File: src/sbg_pkg.sv
package sbg_pkg;

    // Field widths
    localparam int BAND_W    = 4;
    localparam int HEIGHT_W  = 20;
    localparam int STEP_W    = 16;
    localparam int VEL_W     = 28;
    localparam int GRAV_W    = 24;
    localparam int PPU_W     = 8;
    localparam int ROW_W     = 4;
    localparam int HUE_W     = 8;
    localparam int HUE_CNT_W = 9;

    // Multiplicand width of the serial multiplier (covers velocity)
    localparam int MUL_A_W = VEL_W;

    // Most rows emitted per word
    localparam int MAX_ROWS = 16;

    localparam logic [PPU_W-1:0] PPU_RESET  = 8'd60;
    localparam logic [HUE_W-1:0] BRIGHT_ON  = 8'd255;
    localparam logic [HUE_W-1:0] BRIGHT_OFF = 8'd0;

    // Configuration register indexes
    typedef enum logic [0:0] {
        CFG_GRAVITY = 1'b0,
        CFG_PPU     = 1'b1
    } cfg_idx_t;

    // Control from sequencer to hue generator
    typedef struct packed {
        logic clear;
        logic step;
    } hue_ctrl_t;

endpackage

File: src/spectrum_bar_gravity_renderer.sv
// From an accepted word, three products (gravity*dt, v*dt, ppu*h) pass in turn
// through one bit-serial multiplier before the first row, then one row a cycle while m_ready allows.
// A new word is accepted only once all min(ROWS,16) rows of the previous one are loaded.
// Reset (aresetn low, synchronous): all held heights and velocities read as zero,
// the hue counter clears, gravity returns to 0 and pixels_per_unit to 60.
module spectrum_bar_gravity_renderer #(
    parameter int BANDS = 16,
    parameter int ROWS  = 16
) (
    input  logic                          aclk,
    input  logic                          aresetn,
    // configuration
    input  logic                          cfg_valid,
    output logic                          cfg_ready,
    input  sbg_pkg::cfg_idx_t             cfg_index,
    input  logic [sbg_pkg::GRAV_W-1:0]    cfg_data,
    // band words in
    input  logic                          s_valid,
    output logic                          s_ready,
    input  logic [sbg_pkg::BAND_W-1:0]    s_band,
    input  logic [sbg_pkg::HEIGHT_W-1:0]  s_measured_height,
    input  logic [sbg_pkg::STEP_W-1:0]    s_step_time,
    input  logic                          s_idle,
    // pixel words out
    output logic                          m_valid,
    input  logic                          m_ready,
    output logic [sbg_pkg::BAND_W-1:0]    m_column,
    output logic [sbg_pkg::ROW_W-1:0]     m_row,
    output logic [sbg_pkg::HUE_W-1:0]     m_hue,
    output logic [sbg_pkg::HUE_W-1:0]     m_brightness,
    output logic                          m_last
);
    import sbg_pkg::*;

    localparam int BIDX  = (BANDS > 1) ? $clog2(BANDS) : 1;
    localparam int BARW  = $clog2(ROWS);
    localparam int NROWS = (ROWS < MAX_ROWS) ? ROWS : MAX_ROWS;
    localparam int WW    = MUL_A_W + 2;

    localparam logic signed [WW-1:0] V_MAX = WW'((1 << (VEL_W - 1)) - 1);
    localparam logic signed [WW-1:0] V_MIN = -WW'(1 << (VEL_W - 1));
    localparam logic signed [WW-1:0] H_MAX = WW'((1 << HEIGHT_W) - 1);

    typedef enum logic [4:0] {
        ST_IDLE  = 5'b00001,
        ST_MUL_G = 5'b00010,
        ST_MUL_V = 5'b00100,
        ST_MUL_B = 5'b01000,
        ST_EMIT  = 5'b10000
    } state_t;

    state_t state_reg, state_next;

    // Configuration registers
    logic [GRAV_W-1:0] gravity_reg;
    logic [PPU_W-1:0]  ppu_reg;

    assign cfg_ready = 1'b1;

    always_ff @(posedge aclk) begin
        if (!aresetn) begin
            gravity_reg <= '0;
            ppu_reg     <= PPU_RESET;
        end else if (cfg_valid) begin
            case (cfg_index)
                CFG_GRAVITY: gravity_reg <= cfg_data;
                CFG_PPU:     ppu_reg     <= cfg_data[PPU_W-1:0];
                default:     ;
            endcase
        end
    end

    // Input accept
    logic            accept;
    logic            in_range;
    logic [BIDX-1:0] s_idx;

    assign s_ready  = (state_reg == ST_IDLE);
    assign accept   = s_valid && s_ready;
    assign in_range = 32'(s_band) < BANDS;
    assign s_idx    = BIDX'(s_band);

    // Latched word
    logic [BAND_W-1:0]   band_reg;
    logic [BIDX-1:0]     idx_reg;
    logic [HEIGHT_W-1:0] meas_reg;
    logic [STEP_W-1:0]   dt_reg;
    logic                idle_reg;

    always_ff @(posedge aclk) begin
        if (accept) begin
            band_reg <= s_band;
            idx_reg  <= s_idx;
            meas_reg <= s_measured_height;
            dt_reg   <= s_step_time;
            idle_reg <= s_idle;
        end
    end

    // Per-band state memories; entries not yet written read as zero
    logic [HEIGHT_W-1:0]     height_mem [BANDS];
    logic signed [VEL_W-1:0] vel_mem    [BANDS];
    logic [BANDS-1:0]        written_reg;
    logic [HEIGHT_W-1:0]     height_rd_reg;
    logic signed [VEL_W-1:0] vel_rd_reg;
    logic                    rd_ok_reg;
    logic [HEIGHT_W-1:0]     height_old;
    logic signed [VEL_W-1:0] vel_old;
    logic                    mem_we;
    logic [HEIGHT_W-1:0]     height_new;
    logic signed [VEL_W-1:0] vel_new;

    always_ff @(posedge aclk) begin
        if (accept) begin
            height_rd_reg <= height_mem[s_idx];
            vel_rd_reg    <= vel_mem[s_idx];
        end
        if (mem_we) begin
            height_mem[idx_reg] <= height_new;
            vel_mem[idx_reg]    <= vel_new;
        end
    end

    always_ff @(posedge aclk) begin
        if (!aresetn) begin
            written_reg <= '0;
            rd_ok_reg   <= 1'b0;
        end else begin
            if (accept) begin
                rd_ok_reg <= written_reg[s_idx];
            end
            if (mem_we) begin
                written_reg[idx_reg] <= 1'b1;
            end
        end
    end

    assign height_old = rd_ok_reg ? height_rd_reg : '0;
    assign vel_old    = rd_ok_reg ? vel_rd_reg : '0;

    // Shared serial multiplier
    logic                      mul_start;
    logic signed [MUL_A_W-1:0] mul_a;
    logic [STEP_W-1:0]         mul_b;
    logic                      mul_done;
    logic signed [MUL_A_W:0]   mul_res;

    sbg_serial_mul u_mul (
        .aclk    (aclk),
        .aresetn (aresetn),
        .start   (mul_start),
        .a_in    (mul_a),
        .b_in    (mul_b),
        .done    (mul_done),
        .result  (mul_res)
    );

    // Velocity update: v - floor(gravity*dt / 2^16), saturated
    logic signed [WW-1:0]    v_diff;
    logic signed [VEL_W-1:0] v_sat;
    logic signed [VEL_W-1:0] v_reg;

    always_comb begin
        v_diff = {{2{vel_old[VEL_W-1]}}, vel_old} - {mul_res[MUL_A_W], mul_res};
        if (v_diff < V_MIN) begin
            v_sat = V_MIN[VEL_W-1:0];
        end else if (v_diff > V_MAX) begin
            v_sat = V_MAX[VEL_W-1:0];
        end else begin
            v_sat = v_diff[VEL_W-1:0];
        end
    end

    // Height update: h + floor(v*dt / 2^16), snap up to a higher measurement unless idle, clamp
    logic signed [WW-1:0] h_sum;
    logic signed [WW-1:0] h_sel;
    logic signed [WW-1:0] meas_ext;

    always_comb begin
        h_sum    = signed'(WW'(height_old)) + {mul_res[MUL_A_W], mul_res};
        meas_ext = signed'(WW'(meas_reg));
        h_sel    = h_sum;
        vel_new  = v_reg;
        if (meas_ext > h_sum) begin
            if (!idle_reg) begin
                h_sel = meas_ext;
            end
            vel_new = '0;
        end
        if (h_sel <= 0) begin
            h_sel   = '0;
            vel_new = '0;
        end else if (h_sel > H_MAX) begin
            h_sel = H_MAX;
        end
        height_new = h_sel[HEIGHT_W-1:0];
    end

    // Bar length from floor(ppu*h / 2^16)
    logic [11:0]     bar_raw;
    logic [BARW-1:0] bar_len;
    logic [BARW-1:0] bar_reg;

    always_comb begin
        bar_raw = mul_res[11:0];
        if (bar_raw == 12'd1) begin
            bar_len = '0;
        end else if (32'(bar_raw) >= ROWS) begin
            bar_len = BARW'(ROWS - 1);
        end else begin
            bar_len = BARW'(bar_raw);
        end
    end

    // Row emission
    logic [ROW_W-1:0] row_reg;
    logic             out_load;
    logic             row_lit;
    logic             row_final;
    logic [HUE_W-1:0] hue_val;
    hue_ctrl_t        hue_ctrl;

    assign out_load  = (state_reg == ST_EMIT) && (!m_valid || m_ready);
    assign row_lit   = 32'(row_reg) < 32'(bar_reg);
    assign row_final = 32'(row_reg) == (NROWS - 1);

    assign hue_ctrl.clear = accept && in_range && (s_band == '0);
    assign hue_ctrl.step  = out_load && row_lit;

    sbg_hue_gen #(
        .PIXELS (BANDS * ROWS)
    ) u_hue (
        .aclk    (aclk),
        .aresetn (aresetn),
        .ctrl    (hue_ctrl),
        .hue     (hue_val)
    );

    // Sequencer
    assign mem_we = (state_reg == ST_MUL_V) && mul_done;

    always_comb begin
        state_next = state_reg;
        mul_start  = 1'b0;
        mul_a      = signed'(MUL_A_W'(gravity_reg));
        mul_b      = s_step_time;
        case (state_reg)
            ST_IDLE: begin
                if (accept && in_range) begin
                    mul_start  = 1'b1;
                    state_next = ST_MUL_G;
                end
            end
            ST_MUL_G: begin
                mul_a = v_sat;
                mul_b = dt_reg;
                if (mul_done) begin
                    mul_start  = 1'b1;
                    state_next = ST_MUL_V;
                end
            end
            ST_MUL_V: begin
                mul_a = signed'(MUL_A_W'(height_new));
                mul_b = STEP_W'(ppu_reg);
                if (mul_done) begin
                    mul_start  = 1'b1;
                    state_next = ST_MUL_B;
                end
            end
            ST_MUL_B: begin
                if (mul_done) begin
                    state_next = ST_EMIT;
                end
            end
            ST_EMIT: begin
                if (out_load && row_final) begin
                    state_next = ST_IDLE;
                end
            end
            default: state_next = ST_IDLE;
        endcase
    end

    always_ff @(posedge aclk) begin
        if (!aresetn) begin
            state_reg <= ST_IDLE;
            row_reg   <= '0;
        end else begin
            state_reg <= state_next;
            if (state_reg == ST_MUL_B && mul_done) begin
                row_reg <= '0;
            end else if (out_load) begin
                row_reg <= row_reg + 1'b1;
            end
        end
    end

    always_ff @(posedge aclk) begin
        if (state_reg == ST_MUL_G && mul_done) begin
            v_reg <= v_sat;
        end
        if (state_reg == ST_MUL_B && mul_done) begin
            bar_reg <= bar_len;
        end
    end

    // Output register
    logic             m_valid_reg;
    logic [BAND_W-1:0] m_column_reg;
    logic [ROW_W-1:0] m_row_reg;
    logic [HUE_W-1:0] m_hue_reg;
    logic [HUE_W-1:0] m_bright_reg;
    logic             m_last_reg;

    always_ff @(posedge aclk) begin
        if (!aresetn) begin
            m_valid_reg <= 1'b0;
        end else if (out_load) begin
            m_valid_reg <= 1'b1;
        end else if (m_ready) begin
            m_valid_reg <= 1'b0;
        end
    end

    always_ff @(posedge aclk) begin
        if (out_load) begin
            m_column_reg <= band_reg;
            m_row_reg    <= row_reg;
            m_hue_reg    <= row_lit ? hue_val : '0;
            m_bright_reg <= row_lit ? BRIGHT_ON : BRIGHT_OFF;
            m_last_reg   <= 32'(row_reg) == (ROWS - 1);
        end
    end

    assign m_valid      = m_valid_reg;
    assign m_column     = m_column_reg;
    assign m_row        = m_row_reg;
    assign m_hue        = m_hue_reg;
    assign m_brightness = m_bright_reg;
    assign m_last       = m_last_reg;

endmodule

File: src/sbg_serial_mul.sv
module sbg_serial_mul (
    input  logic                               aclk,
    input  logic                               aresetn,
    input  logic                               start,
    input  logic signed [sbg_pkg::MUL_A_W-1:0] a_in,
    input  logic        [sbg_pkg::STEP_W-1:0]  b_in,
    output logic                               done,
    output logic signed [sbg_pkg::MUL_A_W:0]   result
);
    import sbg_pkg::*;

    localparam int CNT_W = $clog2(STEP_W);

    logic signed [MUL_A_W-1:0] a_reg;
    logic        [STEP_W-1:0]  b_reg;
    logic signed [MUL_A_W:0]   acc_reg;
    logic signed [MUL_A_W:0]   acc_next;
    logic signed [MUL_A_W+1:0] sum;
    logic        [CNT_W-1:0]   cnt_reg;
    logic                      run_reg;
    logic                      done_reg;

    // One multiplier bit per cycle, LSB first; the accumulator shifts right,
    // so after all bits it holds floor(a*b / 2^STEP_W)
    always_comb begin
        sum = {acc_reg[MUL_A_W], acc_reg}
            + (b_reg[0] ? {{2{a_reg[MUL_A_W-1]}}, a_reg} : '0);
        acc_next = sum[MUL_A_W+1:1];
    end

    // Control
    always_ff @(posedge aclk) begin
        if (!aresetn) begin
            run_reg  <= 1'b0;
            done_reg <= 1'b0;
            cnt_reg  <= '0;
        end else begin
            done_reg <= 1'b0;
            if (start) begin
                run_reg <= 1'b1;
                cnt_reg <= '0;
            end else if (run_reg) begin
                cnt_reg <= cnt_reg + 1'b1;
                if (cnt_reg == CNT_W'(STEP_W - 1)) begin
                    run_reg  <= 1'b0;
                    done_reg <= 1'b1;
                end
            end
        end
    end

    // Datapath
    always_ff @(posedge aclk) begin
        if (start) begin
            a_reg   <= a_in;
            b_reg   <= b_in;
            acc_reg <= '0;
        end else if (run_reg) begin
            b_reg   <= {1'b0, b_reg[STEP_W-1:1]};
            acc_reg <= acc_next;
        end
    end

    assign done   = done_reg;
    assign result = acc_reg;

endmodule

File: src/sbg_hue_gen.sv
module sbg_hue_gen #(
    parameter int PIXELS = 256
) (
    input  logic                       aclk,
    input  logic                       aresetn,
    input  sbg_pkg::hue_ctrl_t         ctrl,
    output logic [sbg_pkg::HUE_W-1:0]  hue
);
    import sbg_pkg::*;

    // hue = floor(n*255/PIXELS), tracked as quotient and remainder
    localparam int Q255  = 255 / PIXELS;
    localparam int R255  = 255 % PIXELS;
    localparam int REM_W = $clog2(2 * PIXELS);

    logic [HUE_CNT_W-1:0] cnt_reg;
    logic [HUE_W-1:0]     q_reg;
    logic [REM_W-1:0]     rem_reg;
    logic [REM_W-1:0]     rem_sum;

    assign rem_sum = rem_reg + REM_W'(R255);

    always_ff @(posedge aclk) begin
        if (!aresetn || ctrl.clear) begin
            cnt_reg <= '0;
            q_reg   <= '0;
            rem_reg <= '0;
        end else if (ctrl.step) begin
            if (cnt_reg == {HUE_CNT_W{1'b1}}) begin
                // counter wraps: back to hue zero
                cnt_reg <= '0;
                q_reg   <= '0;
                rem_reg <= '0;
            end else begin
                cnt_reg <= cnt_reg + 1'b1;
                if (32'(rem_sum) >= PIXELS) begin
                    rem_reg <= rem_sum - REM_W'(PIXELS);
                    q_reg   <= q_reg + HUE_W'(Q255 + 1);
                end else begin
                    rem_reg <= rem_sum;
                    q_reg   <= q_reg + HUE_W'(Q255);
                end
            end
        end
    end

    assign hue = q_reg;

endmodule
File: config.mk
export PLATFORM = sky130hd
export DESIGN_NAME = spectrum_bar_gravity_renderer
export DESIGN_NICKNAME = d
export VERILOG_FILES = /design/src/sbg_pkg.sv /design/src/spectrum_bar_gravity_renderer.sv /design/src/sbg_serial_mul.sv /design/src/sbg_hue_gen.sv
export SDC_FILE = /design/constraint.sdc
export NUM_CORES = 2
export LEC_CHECK = 0
export ABC_AREA = 1
export BUFFER_PORTS_ARGS = -buffer_cell sky130_fd_sc_hd__buf_4
export CORE_MARGIN = 2
export CORE_UTILIZATION = 45
export DETAILED_ROUTE_END_ITERATION = 10
export GPL_TIMING_DRIVEN = 0
export PLACE_DENSITY = 0.64
export SLEW_MARGIN = 0
export SYNTH_ARGS = -nofsm -noshare
export SYNTH_HDL_FRONTEND = slang
export SYNTH_SLANG_ARGS = --single-unit
File: constraint.sdc
create_clock -name aclk -period 6.2 [get_ports aclk]
set_input_delay 1.24 -clock aclk [delete_from_list [all_inputs] [get_ports aclk]]
set_output_delay 1.24 -clock aclk [all_outputs]
set_load 0.005 [all_outputs]
==> flow_metrics.tcl <==
set metrics [dict create \
    syn_avg_cell_area_um2 10.9 \
    cp-end-kind "register" \
    synth_top_family_by_area "simple AND/OR/NAND/NOR gates" \
    yosys.area.top_type "edfxtp_1" \
    core_um2 105000 \
    synth_warnings 0 \
    async_flop_share 0 \
    worstHoldPathType "reg -> reg" \
    place.gp.congestion 0.973 \
    clk_pin_slew_ps 60 \
    layout_min_cycle_time_ps 5780 \
    synth_fp_nets 4543 \
    track_usage 0.266 \
    cts_root_buf "clkbuf_16" \
    synth.top_cell.area_share 0.599 \
    wl_per_cell_um 24.1 \
    largest_reg_flops 448 \
    synth_compound_area_frac 0.106 \
    skew_ps 53.2 \
    worstPathArrival_ps 6200 \
    hold_violations 0 \
    grt_max_degree 55 \
    cts.sinks 1071 \
    vias 34900 \
    fp.dieH_um 329 \
    layout_commonest_cell "edfxtp_1" \
    setup_violations 0 \
    rows 119 \
    most-common-layout-cells "edfxtp_1 (951), nor2_1 (677), nand2_1 (623)" \
    synthFlopType "edfxtp_1" \
    post-route-cell-area_um2 55300 \
    startpoint_type "register" \
    overflow 0 \
    cpMaxStageDelayCell "a21oi_4" \
    largest-register "vel_mem" \
    dp_hpwl_um 106000 \
    yosysSeqAreaShare 0.650 \
    holdWs_ps 446 \
    antenna_found_initial 4 \
    max_freq_mhz 173 \
    ios 99 \
    dp_cells 5884 \
    nNetsFinal 4784 \
    synth_area_leaders "edfxtp_1 (60%), nor2_1 (5.6%), dfxtp_1 (5.0%), nand2_1 (5.0%), o21ai_0 (3.6%)" \
    p_leak_nw 20.5 \
    drive_gt1_frac 0.0935 \
    p_per_area_nw_per_um2 387 \
    portBuffers 97 \
    die_area_um2 109000 \
    dr.pass1.iters 7 \
    maxSlewViolCount 6 \
    violations "max-capacitance violations, max-slew violations" \
    yosys.area_share.simple 0.143 \
    synth_edf_count 951 \
    slew_headroom -0.0283 \
    avgViaCountPerCell 5.72 \
    ant_nets 0 \
    finalCritPeriodShare 0.933 \
    synth_xor_area_frac 0.0103 \
    cts_tree "done" \
    synth_cell_types 48 \
    finalPower_mw 21.4 \
    synthAdderAreaFrac 0.0291 \
    cp.required_ps 6620 \
    start_util 0.453 \
    slowest_delay_ps 500 \
    crit_type "reg -> reg" \
    muxShareOfSynthArea 0.0153 \
    finalNonFillerCells 6088 \
    first_global_vias 33600 \
    ir_worst_vdd_uv 302 \
    cp_common_cell "nand2_1" \
    grt_pass1_wl_um 214000 \
    synthCells 4363 \
    htree_levels 3 \
    area_growth_pct 16.0 \
    die_x_um 329 \
    synth-seq-cells 1071 \
    tightestPinTransition_ps 1540 \
    status "complete, but fails checks" \
    max-cap-violations 1 \
    routed_wl_um 147000 \
    crit_path_max_fanout 19 \
    insertion_delay_ps 720 \
    syn_area_um2 47700 \
    place_area_um2 51000 \
    drt_iter0_markers 3838 \
    cts_buffers 107 \
    ctsHoldBuffers 0 \
    clk_path_buf_depth 3 \
    drc 0 \
]
[metrics by stage]
stage                      util  TNS, ps  setup slack, ps
after floorplan               -        0              892
after global placement    0.477  -610220            -1750
after detailed placement  0.485  -357660             -756
after CTS                 0.523        0             76.9
after global routing      0.526     -105            -10.4
final                     0.526        0              418
[synth_stat cells, types with 74 or more instances]
library cell and count:
a21oi_1 159, clkbuf_1 184, dfxtp_1 120, edfxtp_1 951, ha_1 106, inv_1 312
nand2_1 630, nand3_1 219, nor2_1 712, o21ai_0 344, o221ai_1 74, o32ai_1 125
[critical path, delay by kind of cell (launching register included)]
family / cells / cell delay [ps]
simple gates: 17 / 1540
compound gates: 4 / 1200
buf+inv: 7 / 1310
xor+xnor: 1 / 420
fa+ha+maj: 2 / 620
flops: 1 / 370
[power by group]
group	internal (mW)	switching (mW)
logic	1.34	3.82
clock network	4.13	2.85
registers	9.10	0.131
total	14.6	6.80
[routing by layer]
metal  global-route usage  vias to the layer above  share of wire
li1                     -                    16000              -
met1                0.347                    16900           0.40
met2                0.442                     1593           0.48
met3               0.0449                      343          0.085
met4                0.110                        0          0.043
met5                    0                        -              0
[kinds of logic after synthesis]
family          after synthesis
buf+inv                     567
flops                      1071
xor+xnor                     56
other cells                   1
mux                          73
fa+ha+maj                   109
simple gates               1674
compound gates              812
[area by class of cell]
class	count	area [um^2]
buffer	234	998
multi-input combinational	2725	15000
antenna	1	2.50
clock inverter	75	956
sequential	1071	31000
tap	1391	1740
timing repair buffer	133	1480
fill	9252	49800
inverter	332	1250
clock buffer	126	2850
[worst paths after layout]
check                                 to                 startpoint  slack [ps]  cells after the start
max          height_mem[2][13]$_DFFE_PP_     rd_ok_reg$_SDFFE_PN0P_         420                     31
min            u_hue.hue[7]$_SDFFE_PP0P_  u_hue.hue[7]$_SDFFE_PP0P_         450                      1
max reg2reg  height_mem[2][13]$_DFFE_PP_     rd_ok_reg$_SDFFE_PN0P_         420                     31
min reg2reg    u_hue.hue[7]$_SDFFE_PP0P_  u_hue.hue[7]$_SDFFE_PP0P_         450                      1
[what timing repair did]
action	CTS	global route
endpoints found under the setup margin	736	769
pin swaps	0	1
hold endpoints to repair	0	0
buffers inserted	0	3
resized for setup	57	48
Note: power is estimated with default switching activity, not from simulation.
